### src/hdl/bmpenc_pkg.sv
// Shared types, constants and header builder for the BMP stream encoder.
package bmpenc_pkg;

    // Dimension limit and field widths
    localparam int MAX_DIM       = 16384;
    localparam int DIM_W         = 15;
    localparam int COL_W         = 14;
    localparam int ROW_BYTES_W   = 17;
    localparam int SIZE_W        = 32;
    localparam int BEAT_BYTES    = 8;
    localparam int BEAT_W        = 8 * BEAT_BYTES;
    localparam int CNT_W         = 4;
    localparam int HDR_MAX_BYTES = 128;
    localparam int BEAT_IDX_W    = 4;

    // Queue between front and back
    localparam int QDEPTH = 4;
    localparam int QPTR_W = $clog2(QDEPTH);
    localparam int QCNT_W = QPTR_W + 1;

    // Configuration register indexes
    localparam int CFG_ADDR_W = 2;
    localparam logic [CFG_ADDR_W-1:0] CFG_WIDTH  = 2'd0;
    localparam logic [CFG_ADDR_W-1:0] CFG_HEIGHT = 2'd1;
    localparam logic [CFG_ADDR_W-1:0] CFG_MODE   = 2'd2;

    // Header modes
    localparam logic [1:0] MODE_INFO = 2'd0;
    localparam logic [1:0] MODE_V3   = 2'd1;
    localparam logic [1:0] MODE_V4   = 2'd2;

    // Request kinds
    localparam logic REQ_START = 1'b0;
    localparam logic REQ_PIXEL = 1'b1;

    // Header constants
    localparam logic [31:0] FILE_HDR_BYTES = 32'd14;
    localparam logic [31:0] MASK_RED       = 32'h00ff0000;
    localparam logic [31:0] MASK_GREEN     = 32'h0000ff00;
    localparam logic [31:0] MASK_BLUE      = 32'h000000ff;
    localparam logic [31:0] MASK_ALPHA     = 32'hff000000;
    localparam logic [31:0] COMP_RGB       = 32'd0;
    localparam logic [31:0] COMP_BITFIELDS = 32'd3;

    // One job handed from front to back
    typedef struct packed {
        logic                   is_hdr;
        logic [1:0]             mode;
        logic                   done;
        logic [CNT_W-1:0]       pcount;
        logic [31:0]            pbytes;
        logic [DIM_W-1:0]       width;
        logic [DIM_W-1:0]       height;
        logic [SIZE_W-1:0]      img;
    } t_entry;

    // Information header size by mode
    function automatic logic [31:0] info_size(input logic [1:0] mode);
        case (mode)
            MODE_INFO: info_size = 32'd40;
            MODE_V3:   info_size = 32'd56;
            default:   info_size = 32'd108;
        endcase
    endfunction

    // Index of the last header beat by mode
    function automatic logic [BEAT_IDX_W-1:0] hdr_last(input logic [1:0] mode);
        case (mode)
            MODE_INFO: hdr_last = 4'd6;
            MODE_V3:   hdr_last = 4'd8;
            default:   hdr_last = 4'd15;
        endcase
    endfunction

    // Byte count of the last header beat by mode
    function automatic logic [CNT_W-1:0] hdr_tail(input logic [1:0] mode);
        case (mode)
            MODE_INFO: hdr_tail = 4'd6;
            MODE_V3:   hdr_tail = 4'd6;
            default:   hdr_tail = 4'd2;
        endcase
    endfunction

    // Build the whole header, first byte in the low bits, zero beyond its end
    function automatic logic [8*HDR_MAX_BYTES-1:0] hdr_image(
        input logic [1:0]        mode,
        input logic [DIM_W-1:0]  width,
        input logic [DIM_W-1:0]  height,
        input logic [SIZE_W-1:0] img
    );
        logic [8*HDR_MAX_BYTES-1:0] v;
        logic [31:0]                hsize;
        logic [31:0]                offset;
        v      = '0;
        hsize  = info_size(mode);
        offset = FILE_HDR_BYTES + hsize;
        v[0*8  +: 8]  = 8'h42;
        v[1*8  +: 8]  = 8'h4D;
        v[2*8  +: 32] = offset + img;
        v[10*8 +: 32] = offset;
        v[14*8 +: 32] = hsize;
        v[18*8 +: 32] = {{(32-DIM_W){1'b0}}, width};
        v[22*8 +: 32] = {{(32-DIM_W){1'b0}}, height};
        v[26*8 +: 16] = 16'd1;
        v[28*8 +: 16] = (mode == MODE_INFO) ? 16'd24 : 16'd32;
        v[30*8 +: 32] = (mode == MODE_INFO) ? COMP_RGB : COMP_BITFIELDS;
        v[34*8 +: 32] = img;
        if (mode != MODE_INFO) begin
            v[54*8 +: 32] = MASK_RED;
            v[58*8 +: 32] = MASK_GREEN;
            v[62*8 +: 32] = MASK_BLUE;
            v[66*8 +: 32] = MASK_ALPHA;
        end
        hdr_image = v;
    endfunction

endpackage

### src/hdl/bmpenc_front.sv
// Front end: configuration, input acceptance, frame tracking and job build.
module bmpenc_front (
    input  logic                              i_clk,
    input  logic                              i_rst_n,
    input  logic                              i_s_axis_tvalid,
    output logic                              o_s_axis_tready,
    input  logic [31:0]                       i_s_axis_tdata,
    input  logic                              i_s_axis_tuser,
    input  logic                              i_cfg_we,
    input  logic [bmpenc_pkg::CFG_ADDR_W-1:0] i_cfg_addr,
    input  logic [bmpenc_pkg::DIM_W-1:0]      i_cfg_wdata,
    input  logic                              i_pop,
    output logic                              o_push,
    output bmpenc_pkg::t_entry                o_entry
);
    import bmpenc_pkg::*;

    logic [DIM_W-1:0]       r_width, r_height;
    logic [1:0]             r_mode;
    logic [COL_W-1:0]       r_col, n_col;
    logic [DIM_W-1:0]       r_rows, n_rows;
    logic                   r_active, n_active;
    logic [QCNT_W-1:0]      r_used, n_used;
    logic                   r_a_valid;
    t_entry                 r_a_entry, n_entry;
    logic [ROW_BYTES_W-1:0] r_a_row_bytes, n_row_bytes;

    logic [1:0]             mode_eff;
    logic [DIM_W-1:0]       w_eff, h_eff;
    logic [ROW_BYTES_W-1:0] three_w;
    logic                   accept, push_a, end_row, end_frame;

    function automatic logic [DIM_W-1:0] clamp_dim(input logic [DIM_W-1:0] v);
        if (v == '0)
            clamp_dim = DIM_W'(1);
        else if (v > DIM_W'(MAX_DIM))
            clamp_dim = DIM_W'(MAX_DIM);
        else
            clamp_dim = v;
    endfunction

    // Configuration registers
    always_ff @(posedge i_clk) begin
        if (!i_rst_n) begin
            r_width  <= DIM_W'(1);
            r_height <= DIM_W'(1);
            r_mode   <= MODE_INFO;
        end else if (i_cfg_we) begin
            case (i_cfg_addr)
                CFG_WIDTH:  r_width  <= i_cfg_wdata;
                CFG_HEIGHT: r_height <= i_cfg_wdata;
                CFG_MODE:   r_mode   <= i_cfg_wdata[1:0];
                default:    ;
            endcase
        end
    end

    // Effective settings
    assign mode_eff = (r_mode == 2'd3) ? MODE_V4 : r_mode;
    assign w_eff    = clamp_dim(r_width);
    assign h_eff    = clamp_dim(r_height);
    assign three_w  = {2'b00, w_eff} + {1'b0, w_eff, 1'b0};
    assign n_row_bytes = (mode_eff == MODE_INFO) ? ((three_w + 17'd3) & ~17'd3)
                                                 : {w_eff, 2'b00};

    // Take a beat while the queue has a free slot
    assign o_s_axis_tready = (r_used < QCNT_W'(QDEPTH));
    assign accept          = i_s_axis_tvalid && o_s_axis_tready;
    assign push_a          = accept && ((i_s_axis_tuser == REQ_START) || r_active);

    // Classify the beat and advance the frame position
    assign end_row   = ({1'b0, r_col} + DIM_W'(1)) >= w_eff;
    assign end_frame = ({1'b0, r_rows} + 16'd1) >= {1'b0, h_eff};

    always_comb begin
        n_col    = r_col;
        n_rows   = r_rows;
        n_active = r_active;
        n_entry  = '0;
        n_entry.mode   = mode_eff;
        n_entry.width  = w_eff;
        n_entry.height = h_eff;
        if (i_s_axis_tuser == REQ_START) begin
            n_entry.is_hdr = 1'b1;
            n_col    = '0;
            n_rows   = '0;
            n_active = 1'b1;
        end else begin
            n_entry.pbytes = {(mode_eff == MODE_INFO) ? 8'h00 : i_s_axis_tdata[31:24],
                              i_s_axis_tdata[7:0], i_s_axis_tdata[15:8],
                              i_s_axis_tdata[23:16]};
            n_entry.pcount = (mode_eff == MODE_INFO) ? CNT_W'(3) : CNT_W'(4);
            if (end_row) begin
                if (mode_eff == MODE_INFO)
                    n_entry.pcount = CNT_W'(3) + {2'b00, w_eff[1:0]};
                n_col = '0;
                if (end_frame) begin
                    n_rows   = '0;
                    n_active = 1'b0;
                    n_entry.done = 1'b1;
                end else begin
                    n_rows = r_rows + DIM_W'(1);
                end
            end else begin
                n_col = r_col + COL_W'(1);
            end
        end
    end

    // Frame state and staging register
    always_ff @(posedge i_clk) begin
        if (!i_rst_n) begin
            r_col     <= '0;
            r_rows    <= '0;
            r_active  <= 1'b0;
            r_a_valid <= 1'b0;
        end else begin
            r_a_valid <= push_a;
            if (push_a) begin
                r_col    <= n_col;
                r_rows   <= n_rows;
                r_active <= n_active;
            end
        end
    end

    always_ff @(posedge i_clk) begin
        if (push_a) begin
            r_a_entry     <= n_entry;
            r_a_row_bytes <= n_row_bytes;
        end
    end

    // Slot count over staging register and queue
    always_comb begin
        case ({push_a, i_pop})
            2'b10:   n_used = r_used + QCNT_W'(1);
            2'b01:   n_used = r_used - QCNT_W'(1);
            default: n_used = r_used;
        endcase
    end

    always_ff @(posedge i_clk) begin
        if (!i_rst_n)
            r_used <= '0;
        else
            r_used <= n_used;
    end

    // Image size multiply on the way into the queue
    always_comb begin
        o_entry     = r_a_entry;
        o_entry.img = {{(SIZE_W-ROW_BYTES_W){1'b0}}, r_a_row_bytes}
                    * {{(SIZE_W-DIM_W){1'b0}}, r_a_entry.height};
    end

    assign o_push = r_a_valid;

endmodule

### src/hdl/bmpenc_queue.sv
// Short job queue between the front end and the output sequencer.
module bmpenc_queue (
    input  logic               i_clk,
    input  logic               i_rst_n,
    input  logic               i_push,
    input  bmpenc_pkg::t_entry i_entry,
    input  logic               i_pop,
    output logic               o_valid,
    output bmpenc_pkg::t_entry o_entry
);
    import bmpenc_pkg::*;

    t_entry            r_mem [QDEPTH];
    logic [QPTR_W-1:0] r_wp, r_rp;
    logic [QCNT_W-1:0] r_count;

    // Store incoming job
    always_ff @(posedge i_clk) begin
        if (i_push)
            r_mem[r_wp] <= i_entry;
    end

    // Advance pointers and count
    always_ff @(posedge i_clk) begin
        if (!i_rst_n) begin
            r_wp    <= '0;
            r_rp    <= '0;
            r_count <= '0;
        end else begin
            if (i_push)
                r_wp <= r_wp + QPTR_W'(1);
            if (i_pop)
                r_rp <= r_rp + QPTR_W'(1);
            case ({i_push, i_pop})
                2'b10:   r_count <= r_count + QCNT_W'(1);
                2'b01:   r_count <= r_count - QCNT_W'(1);
                default: r_count <= r_count;
            endcase
        end
    end

    assign o_valid = (r_count != '0);
    assign o_entry = r_mem[r_rp];

endmodule

### src/hdl/bmpenc_back.sv
// Back end: turns queued jobs into output beats through an output register.
module bmpenc_back (
    input  logic                            i_clk,
    input  logic                            i_rst_n,
    input  logic                            i_valid,
    input  bmpenc_pkg::t_entry              i_entry,
    output logic                            o_pop,
    output logic                            o_m_axis_tvalid,
    input  logic                            i_m_axis_tready,
    output logic [bmpenc_pkg::BEAT_W+7:0]   o_m_axis_tdata,
    output logic                            o_m_axis_tlast,
    output logic                            o_m_axis_tuser
);
    import bmpenc_pkg::*;

    logic [BEAT_IDX_W-1:0]      r_beat, n_beat;
    logic                       r_out_valid;
    logic [BEAT_W-1:0]          r_out_bytes, n_bytes;
    logic [CNT_W-1:0]           r_out_count, n_count;
    logic                       r_out_last, r_out_done;
    logic [8*HDR_MAX_BYTES-1:0] hdr_v;
    logic                       can_load, fire, last_beat;

    assign can_load  = !r_out_valid || i_m_axis_tready;
    assign fire      = i_valid && can_load;
    assign last_beat = !i_entry.is_hdr || (r_beat == hdr_last(i_entry.mode));
    assign o_pop     = fire && last_beat;

    // Select the beat of the current job
    assign hdr_v = hdr_image(i_entry.mode, i_entry.width, i_entry.height, i_entry.img);

    always_comb begin
        if (i_entry.is_hdr) begin
            n_bytes = hdr_v[{r_beat, 6'b000000} +: BEAT_W];
            n_count = last_beat ? hdr_tail(i_entry.mode) : CNT_W'(BEAT_BYTES);
        end else begin
            n_bytes = {{(BEAT_W-32){1'b0}}, i_entry.pbytes};
            n_count = i_entry.pcount;
        end
    end

    // Advance the beat index within a header run
    always_comb begin
        n_beat = r_beat;
        if (fire)
            n_beat = last_beat ? '0 : r_beat + BEAT_IDX_W'(1);
    end

    always_ff @(posedge i_clk) begin
        if (!i_rst_n) begin
            r_beat      <= '0;
            r_out_valid <= 1'b0;
        end else begin
            r_beat <= n_beat;
            if (fire)
                r_out_valid <= 1'b1;
            else if (i_m_axis_tready)
                r_out_valid <= 1'b0;
        end
    end

    // Load the output register, hold it while stalled
    always_ff @(posedge i_clk) begin
        if (fire) begin
            r_out_bytes <= n_bytes;
            r_out_count <= n_count;
            r_out_last  <= last_beat;
            r_out_done  <= !i_entry.is_hdr && i_entry.done;
        end
    end

    assign o_m_axis_tvalid = r_out_valid;
    assign o_m_axis_tdata  = {4'b0000, r_out_count, r_out_bytes};
    assign o_m_axis_tlast  = r_out_last;
    assign o_m_axis_tuser  = r_out_done;

endmodule

### src/hdl/bmp_image_stream_encoder_core.sv
// Top level of the BMP stream encoder: front end, job queue and output sequencer.
// Writes a 24-bit (mode 0) or 32-bit (modes 1 to 3) BMP file as a byte stream, up to
// eight bytes per output beat, first byte in the low bits. A start beat (tuser 0) emits
// the file and information headers as 7, 9 or 16 output beats for mode 0, 1 or 2/3; each
// pixel beat (tuser 1) emits exactly one output beat of B,G,R(,A) plus the row padding
// after the last pixel of a row, and image_done marks the file's final beat. Pixels come
// bottom row first; pixels outside a frame are dropped. Input is accepted at one beat
// per cycle while the four-entry job queue has room; the output side delivers one beat
// per cycle while not stalled, so pixels sustain one per cycle and a header holds the
// output for all of its beats. Input passes through the staging register with the
// image-size multiply, the queue and the output register.
// Configuration is taken at once through the write port and should change only while
// the block is idle.
module bmp_image_stream_encoder_core (
    input  logic                              i_clk,
    input  logic                              i_rst_n,
    // tdata: red[7:0], green[15:8], blue[23:16], alpha[31:24]
    input  logic                              i_s_axis_tvalid,
    output logic                              o_s_axis_tready,
    input  logic [31:0]                       i_s_axis_tdata,
    // tuser: req_type
    input  logic                              i_s_axis_tuser,
    // tdata: out_bytes[63:0], byte_count[67:64], zero fill[71:68]
    output logic                              o_m_axis_tvalid,
    input  logic                              i_m_axis_tready,
    output logic [bmpenc_pkg::BEAT_W+7:0]     o_m_axis_tdata,
    // tlast: run_last
    output logic                              o_m_axis_tlast,
    // tuser: image_done
    output logic                              o_m_axis_tuser,
    input  logic                              i_cfg_we,
    input  logic [bmpenc_pkg::CFG_ADDR_W-1:0] i_cfg_addr,
    input  logic [bmpenc_pkg::DIM_W-1:0]      i_cfg_wdata
);
    import bmpenc_pkg::*;

    logic   push, pop, q_valid;
    t_entry push_entry, head_entry;

    bmpenc_front u_front (
        .i_clk           (i_clk),
        .i_rst_n         (i_rst_n),
        .i_s_axis_tvalid (i_s_axis_tvalid),
        .o_s_axis_tready (o_s_axis_tready),
        .i_s_axis_tdata  (i_s_axis_tdata),
        .i_s_axis_tuser  (i_s_axis_tuser),
        .i_cfg_we        (i_cfg_we),
        .i_cfg_addr      (i_cfg_addr),
        .i_cfg_wdata     (i_cfg_wdata),
        .i_pop           (pop),
        .o_push          (push),
        .o_entry         (push_entry)
    );

    bmpenc_queue u_queue (
        .i_clk   (i_clk),
        .i_rst_n (i_rst_n),
        .i_push  (push),
        .i_entry (push_entry),
        .i_pop   (pop),
        .o_valid (q_valid),
        .o_entry (head_entry)
    );

    bmpenc_back u_back (
        .i_clk           (i_clk),
        .i_rst_n         (i_rst_n),
        .i_valid         (q_valid),
        .i_entry         (head_entry),
        .o_pop           (pop),
        .o_m_axis_tvalid (o_m_axis_tvalid),
        .i_m_axis_tready (i_m_axis_tready),
        .o_m_axis_tdata  (o_m_axis_tdata),
        .o_m_axis_tlast  (o_m_axis_tlast),
        .o_m_axis_tuser  (o_m_axis_tuser)
    );

endmodule

### config.mk
export PLATFORM = sky130hd
export DESIGN_NAME = bmp_image_stream_encoder_core
export DESIGN_NICKNAME = d
export VERILOG_FILES = /design/src/hdl/bmpenc_pkg.sv /design/src/hdl/bmpenc_front.sv /design/src/hdl/bmpenc_queue.sv /design/src/hdl/bmpenc_back.sv /design/src/hdl/bmp_image_stream_encoder_core.sv
export SDC_FILE = /design/constraint.sdc
export NUM_CORES = 1
export LEC_CHECK = 0
export BUFFER_PORTS_ARGS = -buffer_cell sky130_fd_sc_hd__clkbuf_2
export CORE_MARGIN = 10
export CORE_UTILIZATION = 55
export CTS_BUF_LIST = sky130_fd_sc_hd__clkbuf_4 sky130_fd_sc_hd__clkbuf_8 sky130_fd_sc_hd__clkbuf_16
export CTS_CLUSTER_SIZE = 20
export DETAILED_ROUTE_END_ITERATION = 12
export HOLD_SLACK_MARGIN = 0.05
export PLACE_DENSITY = 0.72
export SLEW_MARGIN = 0
export SYNTH_ARGS = -nofsm -noshare
export SYNTH_HDL_FRONTEND = slang
export SYNTH_SLANG_ARGS = --single-unit
### constraint.sdc
create_clock -name i_clk -period 8.4 [get_ports i_clk]
set_input_delay 0.84 -clock i_clk [delete_from_list [all_inputs] [get_ports i_clk]]
set_output_delay 0.84 -clock i_clk [all_outputs]
set_load 0.01 [all_outputs]
After elaboration in Yosys (flattened, before gate mapping)
Memory sizes are Yosys's and may differ from the RTL's. A register that Yosys moved wholly into a read port is not among the register bits.
Index checks and enable logic that the tools add are counted.
Widths: inputs -> output; s select.
Storage, ports and cells
  output and inout bits: 76
  bits in latches: 0
  bits in read-only memories: 0
  memories kept: 1
  input port bits: 55
  bits in writable memories: 408
  logic and storage cells: 128
  register bits after elaboration: 235
Memory list
  u_queue.r_mem: depth 4, bits a word 102, read ports 1, clocked after memory_dff 1, wr ports 1, line bmpenc_queue.sv:13  | t_entry r_mem [QDEPTH];
Cells by class
  magnitude comparators: 5
  div/mod/pow operators: 0
  equality and inequality tests: 11
  shift-type cells: 1
  muxes and demuxes: 37
  bitwise logic cells: 1
  reduce and logical (&&, ||, !) cells: 28
  add/sub/neg operators: 16
  multipliers: 1
Operators with widths (number)
  $shiftx 1024x11->64: 1
  $mux 128: 1
  $mux 15: 7
  $add 32x32->32: 1
  $mul 17x15->32: 1
  $mux 32: 1
  $gt 15x15->1 const B: 2
  $logic_not 15->1: 2
  $mux 14: 2
  $mux 4: 5
  $add 15x16->17: 1
  $add 17x2->17 const B: 1
  $mux 17: 1
  $add 15x1->16 const B: 1
  $ge 16x15->1: 1
  $add 14x1->15 const B: 1
  $add 15x1->15 const B: 1
  $ge 15x15->1: 1
  $add 14x1->14 const B: 1
  $pmux 7 s2: 1
  $pmux 3 s2: 2
  $reduce_and 2->1: 5
  $mux 1: 9
  $add 4x7->8 const A: 1
  23 further kinds: 50

Logic depth before layout (Yosys ltp)
  depth in word-level cells: 7
  gate-level depth with buffers: 22
  gate-level depth less buffers: 21

Hierarchy
From an unflattened synthesis, not the netlist that was laid out.
Unflattened totals
  cell total of the unflattened synthesis: 2672
  area total of the unflattened synthesis: 34808.4 sq um
Modules (own cells, without submodules)
  bmpenc_front: seq. area each 3843.7 sq um, area an instance 15180.8 sq um, cells an instance 1643, instances 1
  bmpenc_queue: seq. area each 12431.9 sq um, area an instance 15157.0 sq um, cells an instance 577, instances 1
  bmpenc_back: seq. area each 2172.1 sq um, area an instance 4470.5 sq um, cells an instance 452, instances 1

Worst setup path after synthesis
Ideal clock, no wire load.
  path kind: input port to flip-flop
  from: input port i_s_axis_tvalid
  to: register u_front.r_rows[0]
  buffers on the path: 1
  setup time: 59 ps
  stages: 7
  required time: 8341 ps
  setup slack: 1243 ps
  arrival: 7098 ps
  cell sequence: nand2_1 -> a21oi_1 -> nand3_1 -> a211o_1 -> nor2_1 -> buf_2 -> mux2_2
Between the ends
  cells in the longest elaborated chain, start to end: 3
Ends and longest elaborated chain
  from (decl): line bmp_image_stream_encoder_core.sv:18  | input logic i_s_axis_tvalid,
  $logic_and 1x1->1: line bmpenc_front.sv:68  | assign accept = i_s_axis_tvalid && o_s_axis_tready;
  $logic_and 1x1->1: line bmpenc_front.sv:69  | assign push_a = accept && ((i_s_axis_tuser == REQ_START) || r_active);
  net u_front.push_a: line bmpenc_front.sv:31  | logic accept, push_a, end_row, end_frame;
  $reduce_and 2->1 (no source line)
  to (signal assigned): line bmpenc_front.sv:121  | r_rows <= n_rows;
  to (decl): line bmpenc_front.sv:21  | logic [DIM_W-1:0] r_rows, n_rows;
The timed path passes the listed nets, and every way through them passes these cells.
A chain may end at the register's enable or synchronous reset.

==> summary.txt <==
Synthesis
  – Post-synth top cells: edfxtp_1 (549), nand2_1 (303), inv_1 (247)
  – Compound-Gate Fraction of Synth Area: 6.263%
  – Simple-gate share of the synthesized area: 10.88%
  – Synthesized cell area: 0.03406 mm2
  – Syn_area_per_cell: 13.19 um2
  – XOR/XNOR share of the synthesized area: 2.211%
  – Synth top area share: 48.40%
  – Register area share after synthesis: 53.10%
  – Post-synthesis instance total: 2583
  – Async SR Flop Fraction: 0%
  – Number of flops mapped to enable cells by yosys: 549
  – Ranking of synthesized cells by area: edfxtp_1 (48%), fa_1 (10%), ha_1 (6.2%), mux4_2 (6.1%), dfxtp_1 (4.7%)
  – Synth Area in Adders: 16.24%
  – Top-count cell post-synth: edfxtp_1
  – Top cell type by total area after synthesis: edfxtp_1
  – Synth Warn #: 0
  – Multiplexer area fraction after synthesis: 7.067%
  – Combinational family with the most area after synthesis: adder cells
  – Register bit total from synthesis: 629
  – Synth unique cells: 79
  – Synth Flop Type: edfxtp_1

STA
  – Final Cycle Share: 78.00%
  – Clk_skew: 0.02962 ns
  – Slew of the pin with the lowest slew margin: 1.004 ns
  – Worst slew margin: 32.96%
  – Slew Viols, Final: 0
  – Final Hold Vio Count: 0
  – Fin crit period: 6.552 ns
  – RSZ-0062 raised after global routing: no
  – Peak Freq: 152.6 MHz
  – Final TNS setup: 0 ns
  – Setup violators final: 0

Finish
  – Share of cells above drive strength 1: 13.84%
  – Layout Nets: 3084
  – Final Instance Area: 0.03773 mm2
  – Fin util: 61.37%
  – P&R area growth vs syn: 10.77%
  – Finished Layout Cells: 3530

Worst setup path
  – R2R setup slack: 1.85 ns
  – CP required: 8.84 ns
  – Worst Setup Start Kind: flip-flop
  – Max FO, Critical Path: 15
  – Setup Crit Path Kind: reg -> reg
  – Crit end category: flip-flop
  – Critical Path AT: 7.00 ns
  – R2R Path End: u_queue.r_mem[0][27]
  – R2r worst-path depth: 21
  – Reg-to-Reg Start: u_front.r_a_row_bytes[7]

GRT
  – Largest net degree at the start of global routing: 72
  – Global-route usage over all layers: 21.60%
  – Grt total ovfl: 0
  – Initial antenna violation count: 1
  – Global-route wire length before repair: 120600 um
  – Vias in the first global route: 21420

Placement
  – Port bufs: 125
  – Post-DP Area: 0.03536 mm2
  – Placed cell count: 3410
  – Gpl congestion: 0.8811
  – DPL Wire Length: 53010 um

Pwr
  – Pwr Total: 15.44 mW
  – Max IR drop VDD: 0.4853 mV
  – P per Cell Area: 409.1 mW/mm2
  – Leakage: 14.86 nW

Clocking
  – Post-CTS setup buffer count: 0
  – Worst skew pair latency: 0.61 ns
  – Cell chosen for the clock root: clkbuf_16
  – Clk sink count: 629
  – Clock slew at reported path FFs: 0.06 ns
  – Total CTS buffers: 67
  – Post-CTS resize count: 0
  – Htree depth: 3
  – CTS tree: yes
  – CTS Hold Bufs: 0
  – Clk buf depth: 3

Detailed routing
  – Avg WL per Cell: 21.54 um
  – TritonRoute pass-1 iters: 6
  – Total wire length: 76040 um
  – Number of DRC markers in iteration 0: 1697
  – Drt via density: 5.790
  – Drt drc: 0
  – Final ANT Viol Nets: 0
  – Routed vias: 20440

Hold path
  – Hold endpoint: u_front.r_height[12]
  – WHS Path Cells: 3
  – Worst Hold Class: in -> reg
  – Hold path start: i_cfg_wdata[12]

Floorplan
  – Core area: 0.06148 mm2
  – Initial Util: 55.40%
  – Chip Width: 268.9 um
  – Die Y: 268.9 um
  – Die area: 0.07229 mm2
  – Boundary pin count: 131
  – Std cell rows: 91

Outcome
  – Status: finished clean

Run
  – Max-Cap Viols: 0
==> layer usage <==
| layer | vias to the layer above | track usage, % | routed length (um) |
|---|---|---|---|
| li1 | 9379 | - | - |
| met1 | 10280 | 28.88 | 32270 |
| met2 | 686 | 35.47 | 36780 |
| met3 | 90 | 4.376 | 5387 |
| met4 | 0 | 6.240 | 1599 |
| met5 | - | 0 | 0 |
==> cell usage in the layout, fill, tap and decap left out, drive strengths merged, types with 11 or more instances in the layout <==
| cell type | synthesis | routed |
|---|---|---|
| a211oi | 11 | 11 |
| a21boi | 33 | 33 |
| a21o | 33 | 33 |
| a21oi | 70 | 70 |
| a22o | 19 | 19 |
| a31oi | 14 | 14 |
| and2 | 174 | 174 |
| and3 | 37 | 37 |
| buf | 31 | 17 |
| bufinv | 0 | 11 |
| clkbuf | 78 | 203 |
| clkinv | 1 | 21 |
| dfxtp | 80 | 80 |
| edfxtp | 549 | 549 |
| fa | 170 | 170 |
| ha | 170 | 170 |
| inv | 249 | 253 |
| mux2i | 11 | 11 |
| mux4 | 99 | 99 |
| nand2 | 304 | 304 |
| nand2b | 11 | 11 |
| nand3 | 28 | 28 |
| nand4 | 15 | 15 |
| nor2 | 71 | 71 |
| nor2b | 20 | 20 |
| nor3 | 24 | 24 |
| nor4 | 11 | 11 |
| o21a | 15 | 15 |
| o21ai | 68 | 68 |
| or3 | 12 | 12 |
| xnor2 | 45 | 45 |
| xor2 | 41 | 41 |
==> state kept, by name, indices dropped and copies added, names as in the netlist, 14 cells and up, named ones only <==
register               count
u_front.r_a_row_bytes     15
u_queue.r_mem            396
u_front.o_entry           69
u_front.r_height          15
u_back.r_out_bytes        63
u_front.r_width           15
u_front.r_col             14
u_front.r_rows            15
==> worst max-delay path, stage by stage (launching register included) <==
cell and delay [ns]:
edfxtp_1 0.62, and2_1 0.29, fa_1 0.53, inv_1 0.05, fa_1 0.53, inv_1 0.05, fa_1 0.50, inv_1 0.05
fa_1 0.47, inv_1 0.05, fa_1 0.53, inv_1 0.06, fa_1 0.52, inv_1 0.04, ha_1 0.35, a21oi_1 0.18
o21a_1 0.20, nand2b_1 0.15, a31oi_1 0.15, o41a_1 0.49, or4_1 0.43, nand3_1 0.13
==> cells by family (layout without fill, tap and decap cells) <==
family          Yosys count  count (layout)
simple gates            734             734
compound gates          320             320
buf+inv                 359             511
other cells               1               6
fa+ha+maj               340             340
mux                     114             114
flops                   629             629
xor+xnor                 86              86
==> worst max path at each step <==
| stage | startpoint | end | slack, ns | depth (start not counted) |
|---|---|---|---|---|
| finish | u_front.r_a_row_bytes[7] | u_queue.r_mem[0][27] | 1.85 | 21 |
| global route | u_front.o_entry[41] | u_queue.r_mem[3][29] | 1.41 | 18 |
| CTS | u_front.r_a_row_bytes[7] | u_queue.r_mem[3][27] | 1.85 | 21 |
| detailed placement | u_front.r_a_row_bytes[7] | u_queue.r_mem[0][27] | 1.87 | 21 |
| global placement | u_front.r_a_row_bytes[8] | u_queue.r_mem[0][27] | 1.98 | 21 |
| floorplan | i_s_axis_tvalid | u_front.r_rows[0] | 1.24 | 7 |
==> power by group <==
part	switching, mW	internal [mW]	total, mW	leakage [nW]
Combinational	4.48	2.79	7.27	8.01
Sequential	0.259	4.79	5.05	5.71
Clock	1.23	1.89	3.12	1.15
Total	5.97	9.47	15.4	14.9
==> cell type report <==
class | instances | area, um2
Antenna cell | 1 | 2.502
Clock inverter | 41 | 569.3
Sequential cell | 629 | 18090
Tap cell | 790 | 988.4
Multi-Input combinational cell | 1599 | 14580
Fill cell | 4652 | 23750
Clock buffer | 78 | 1794
Inverter | 250 | 938.4
Timing Repair Buffer | 142 | 765.7
==> stage by stage <==
step | hold WS, ns | worst slack (ns)
2_1_floorplan | 0.4489 | 1.243
3_3_place_gp | 0.4527 | 1.976
3_5_place_dp | 0.4741 | 1.872
4_1_cts | 0.4503 | 1.849
5_1_grt | 0.4752 | 1.414
6_report | 0.4719 | 1.848
No activity file was read; power rests on OpenSTA's default activity.
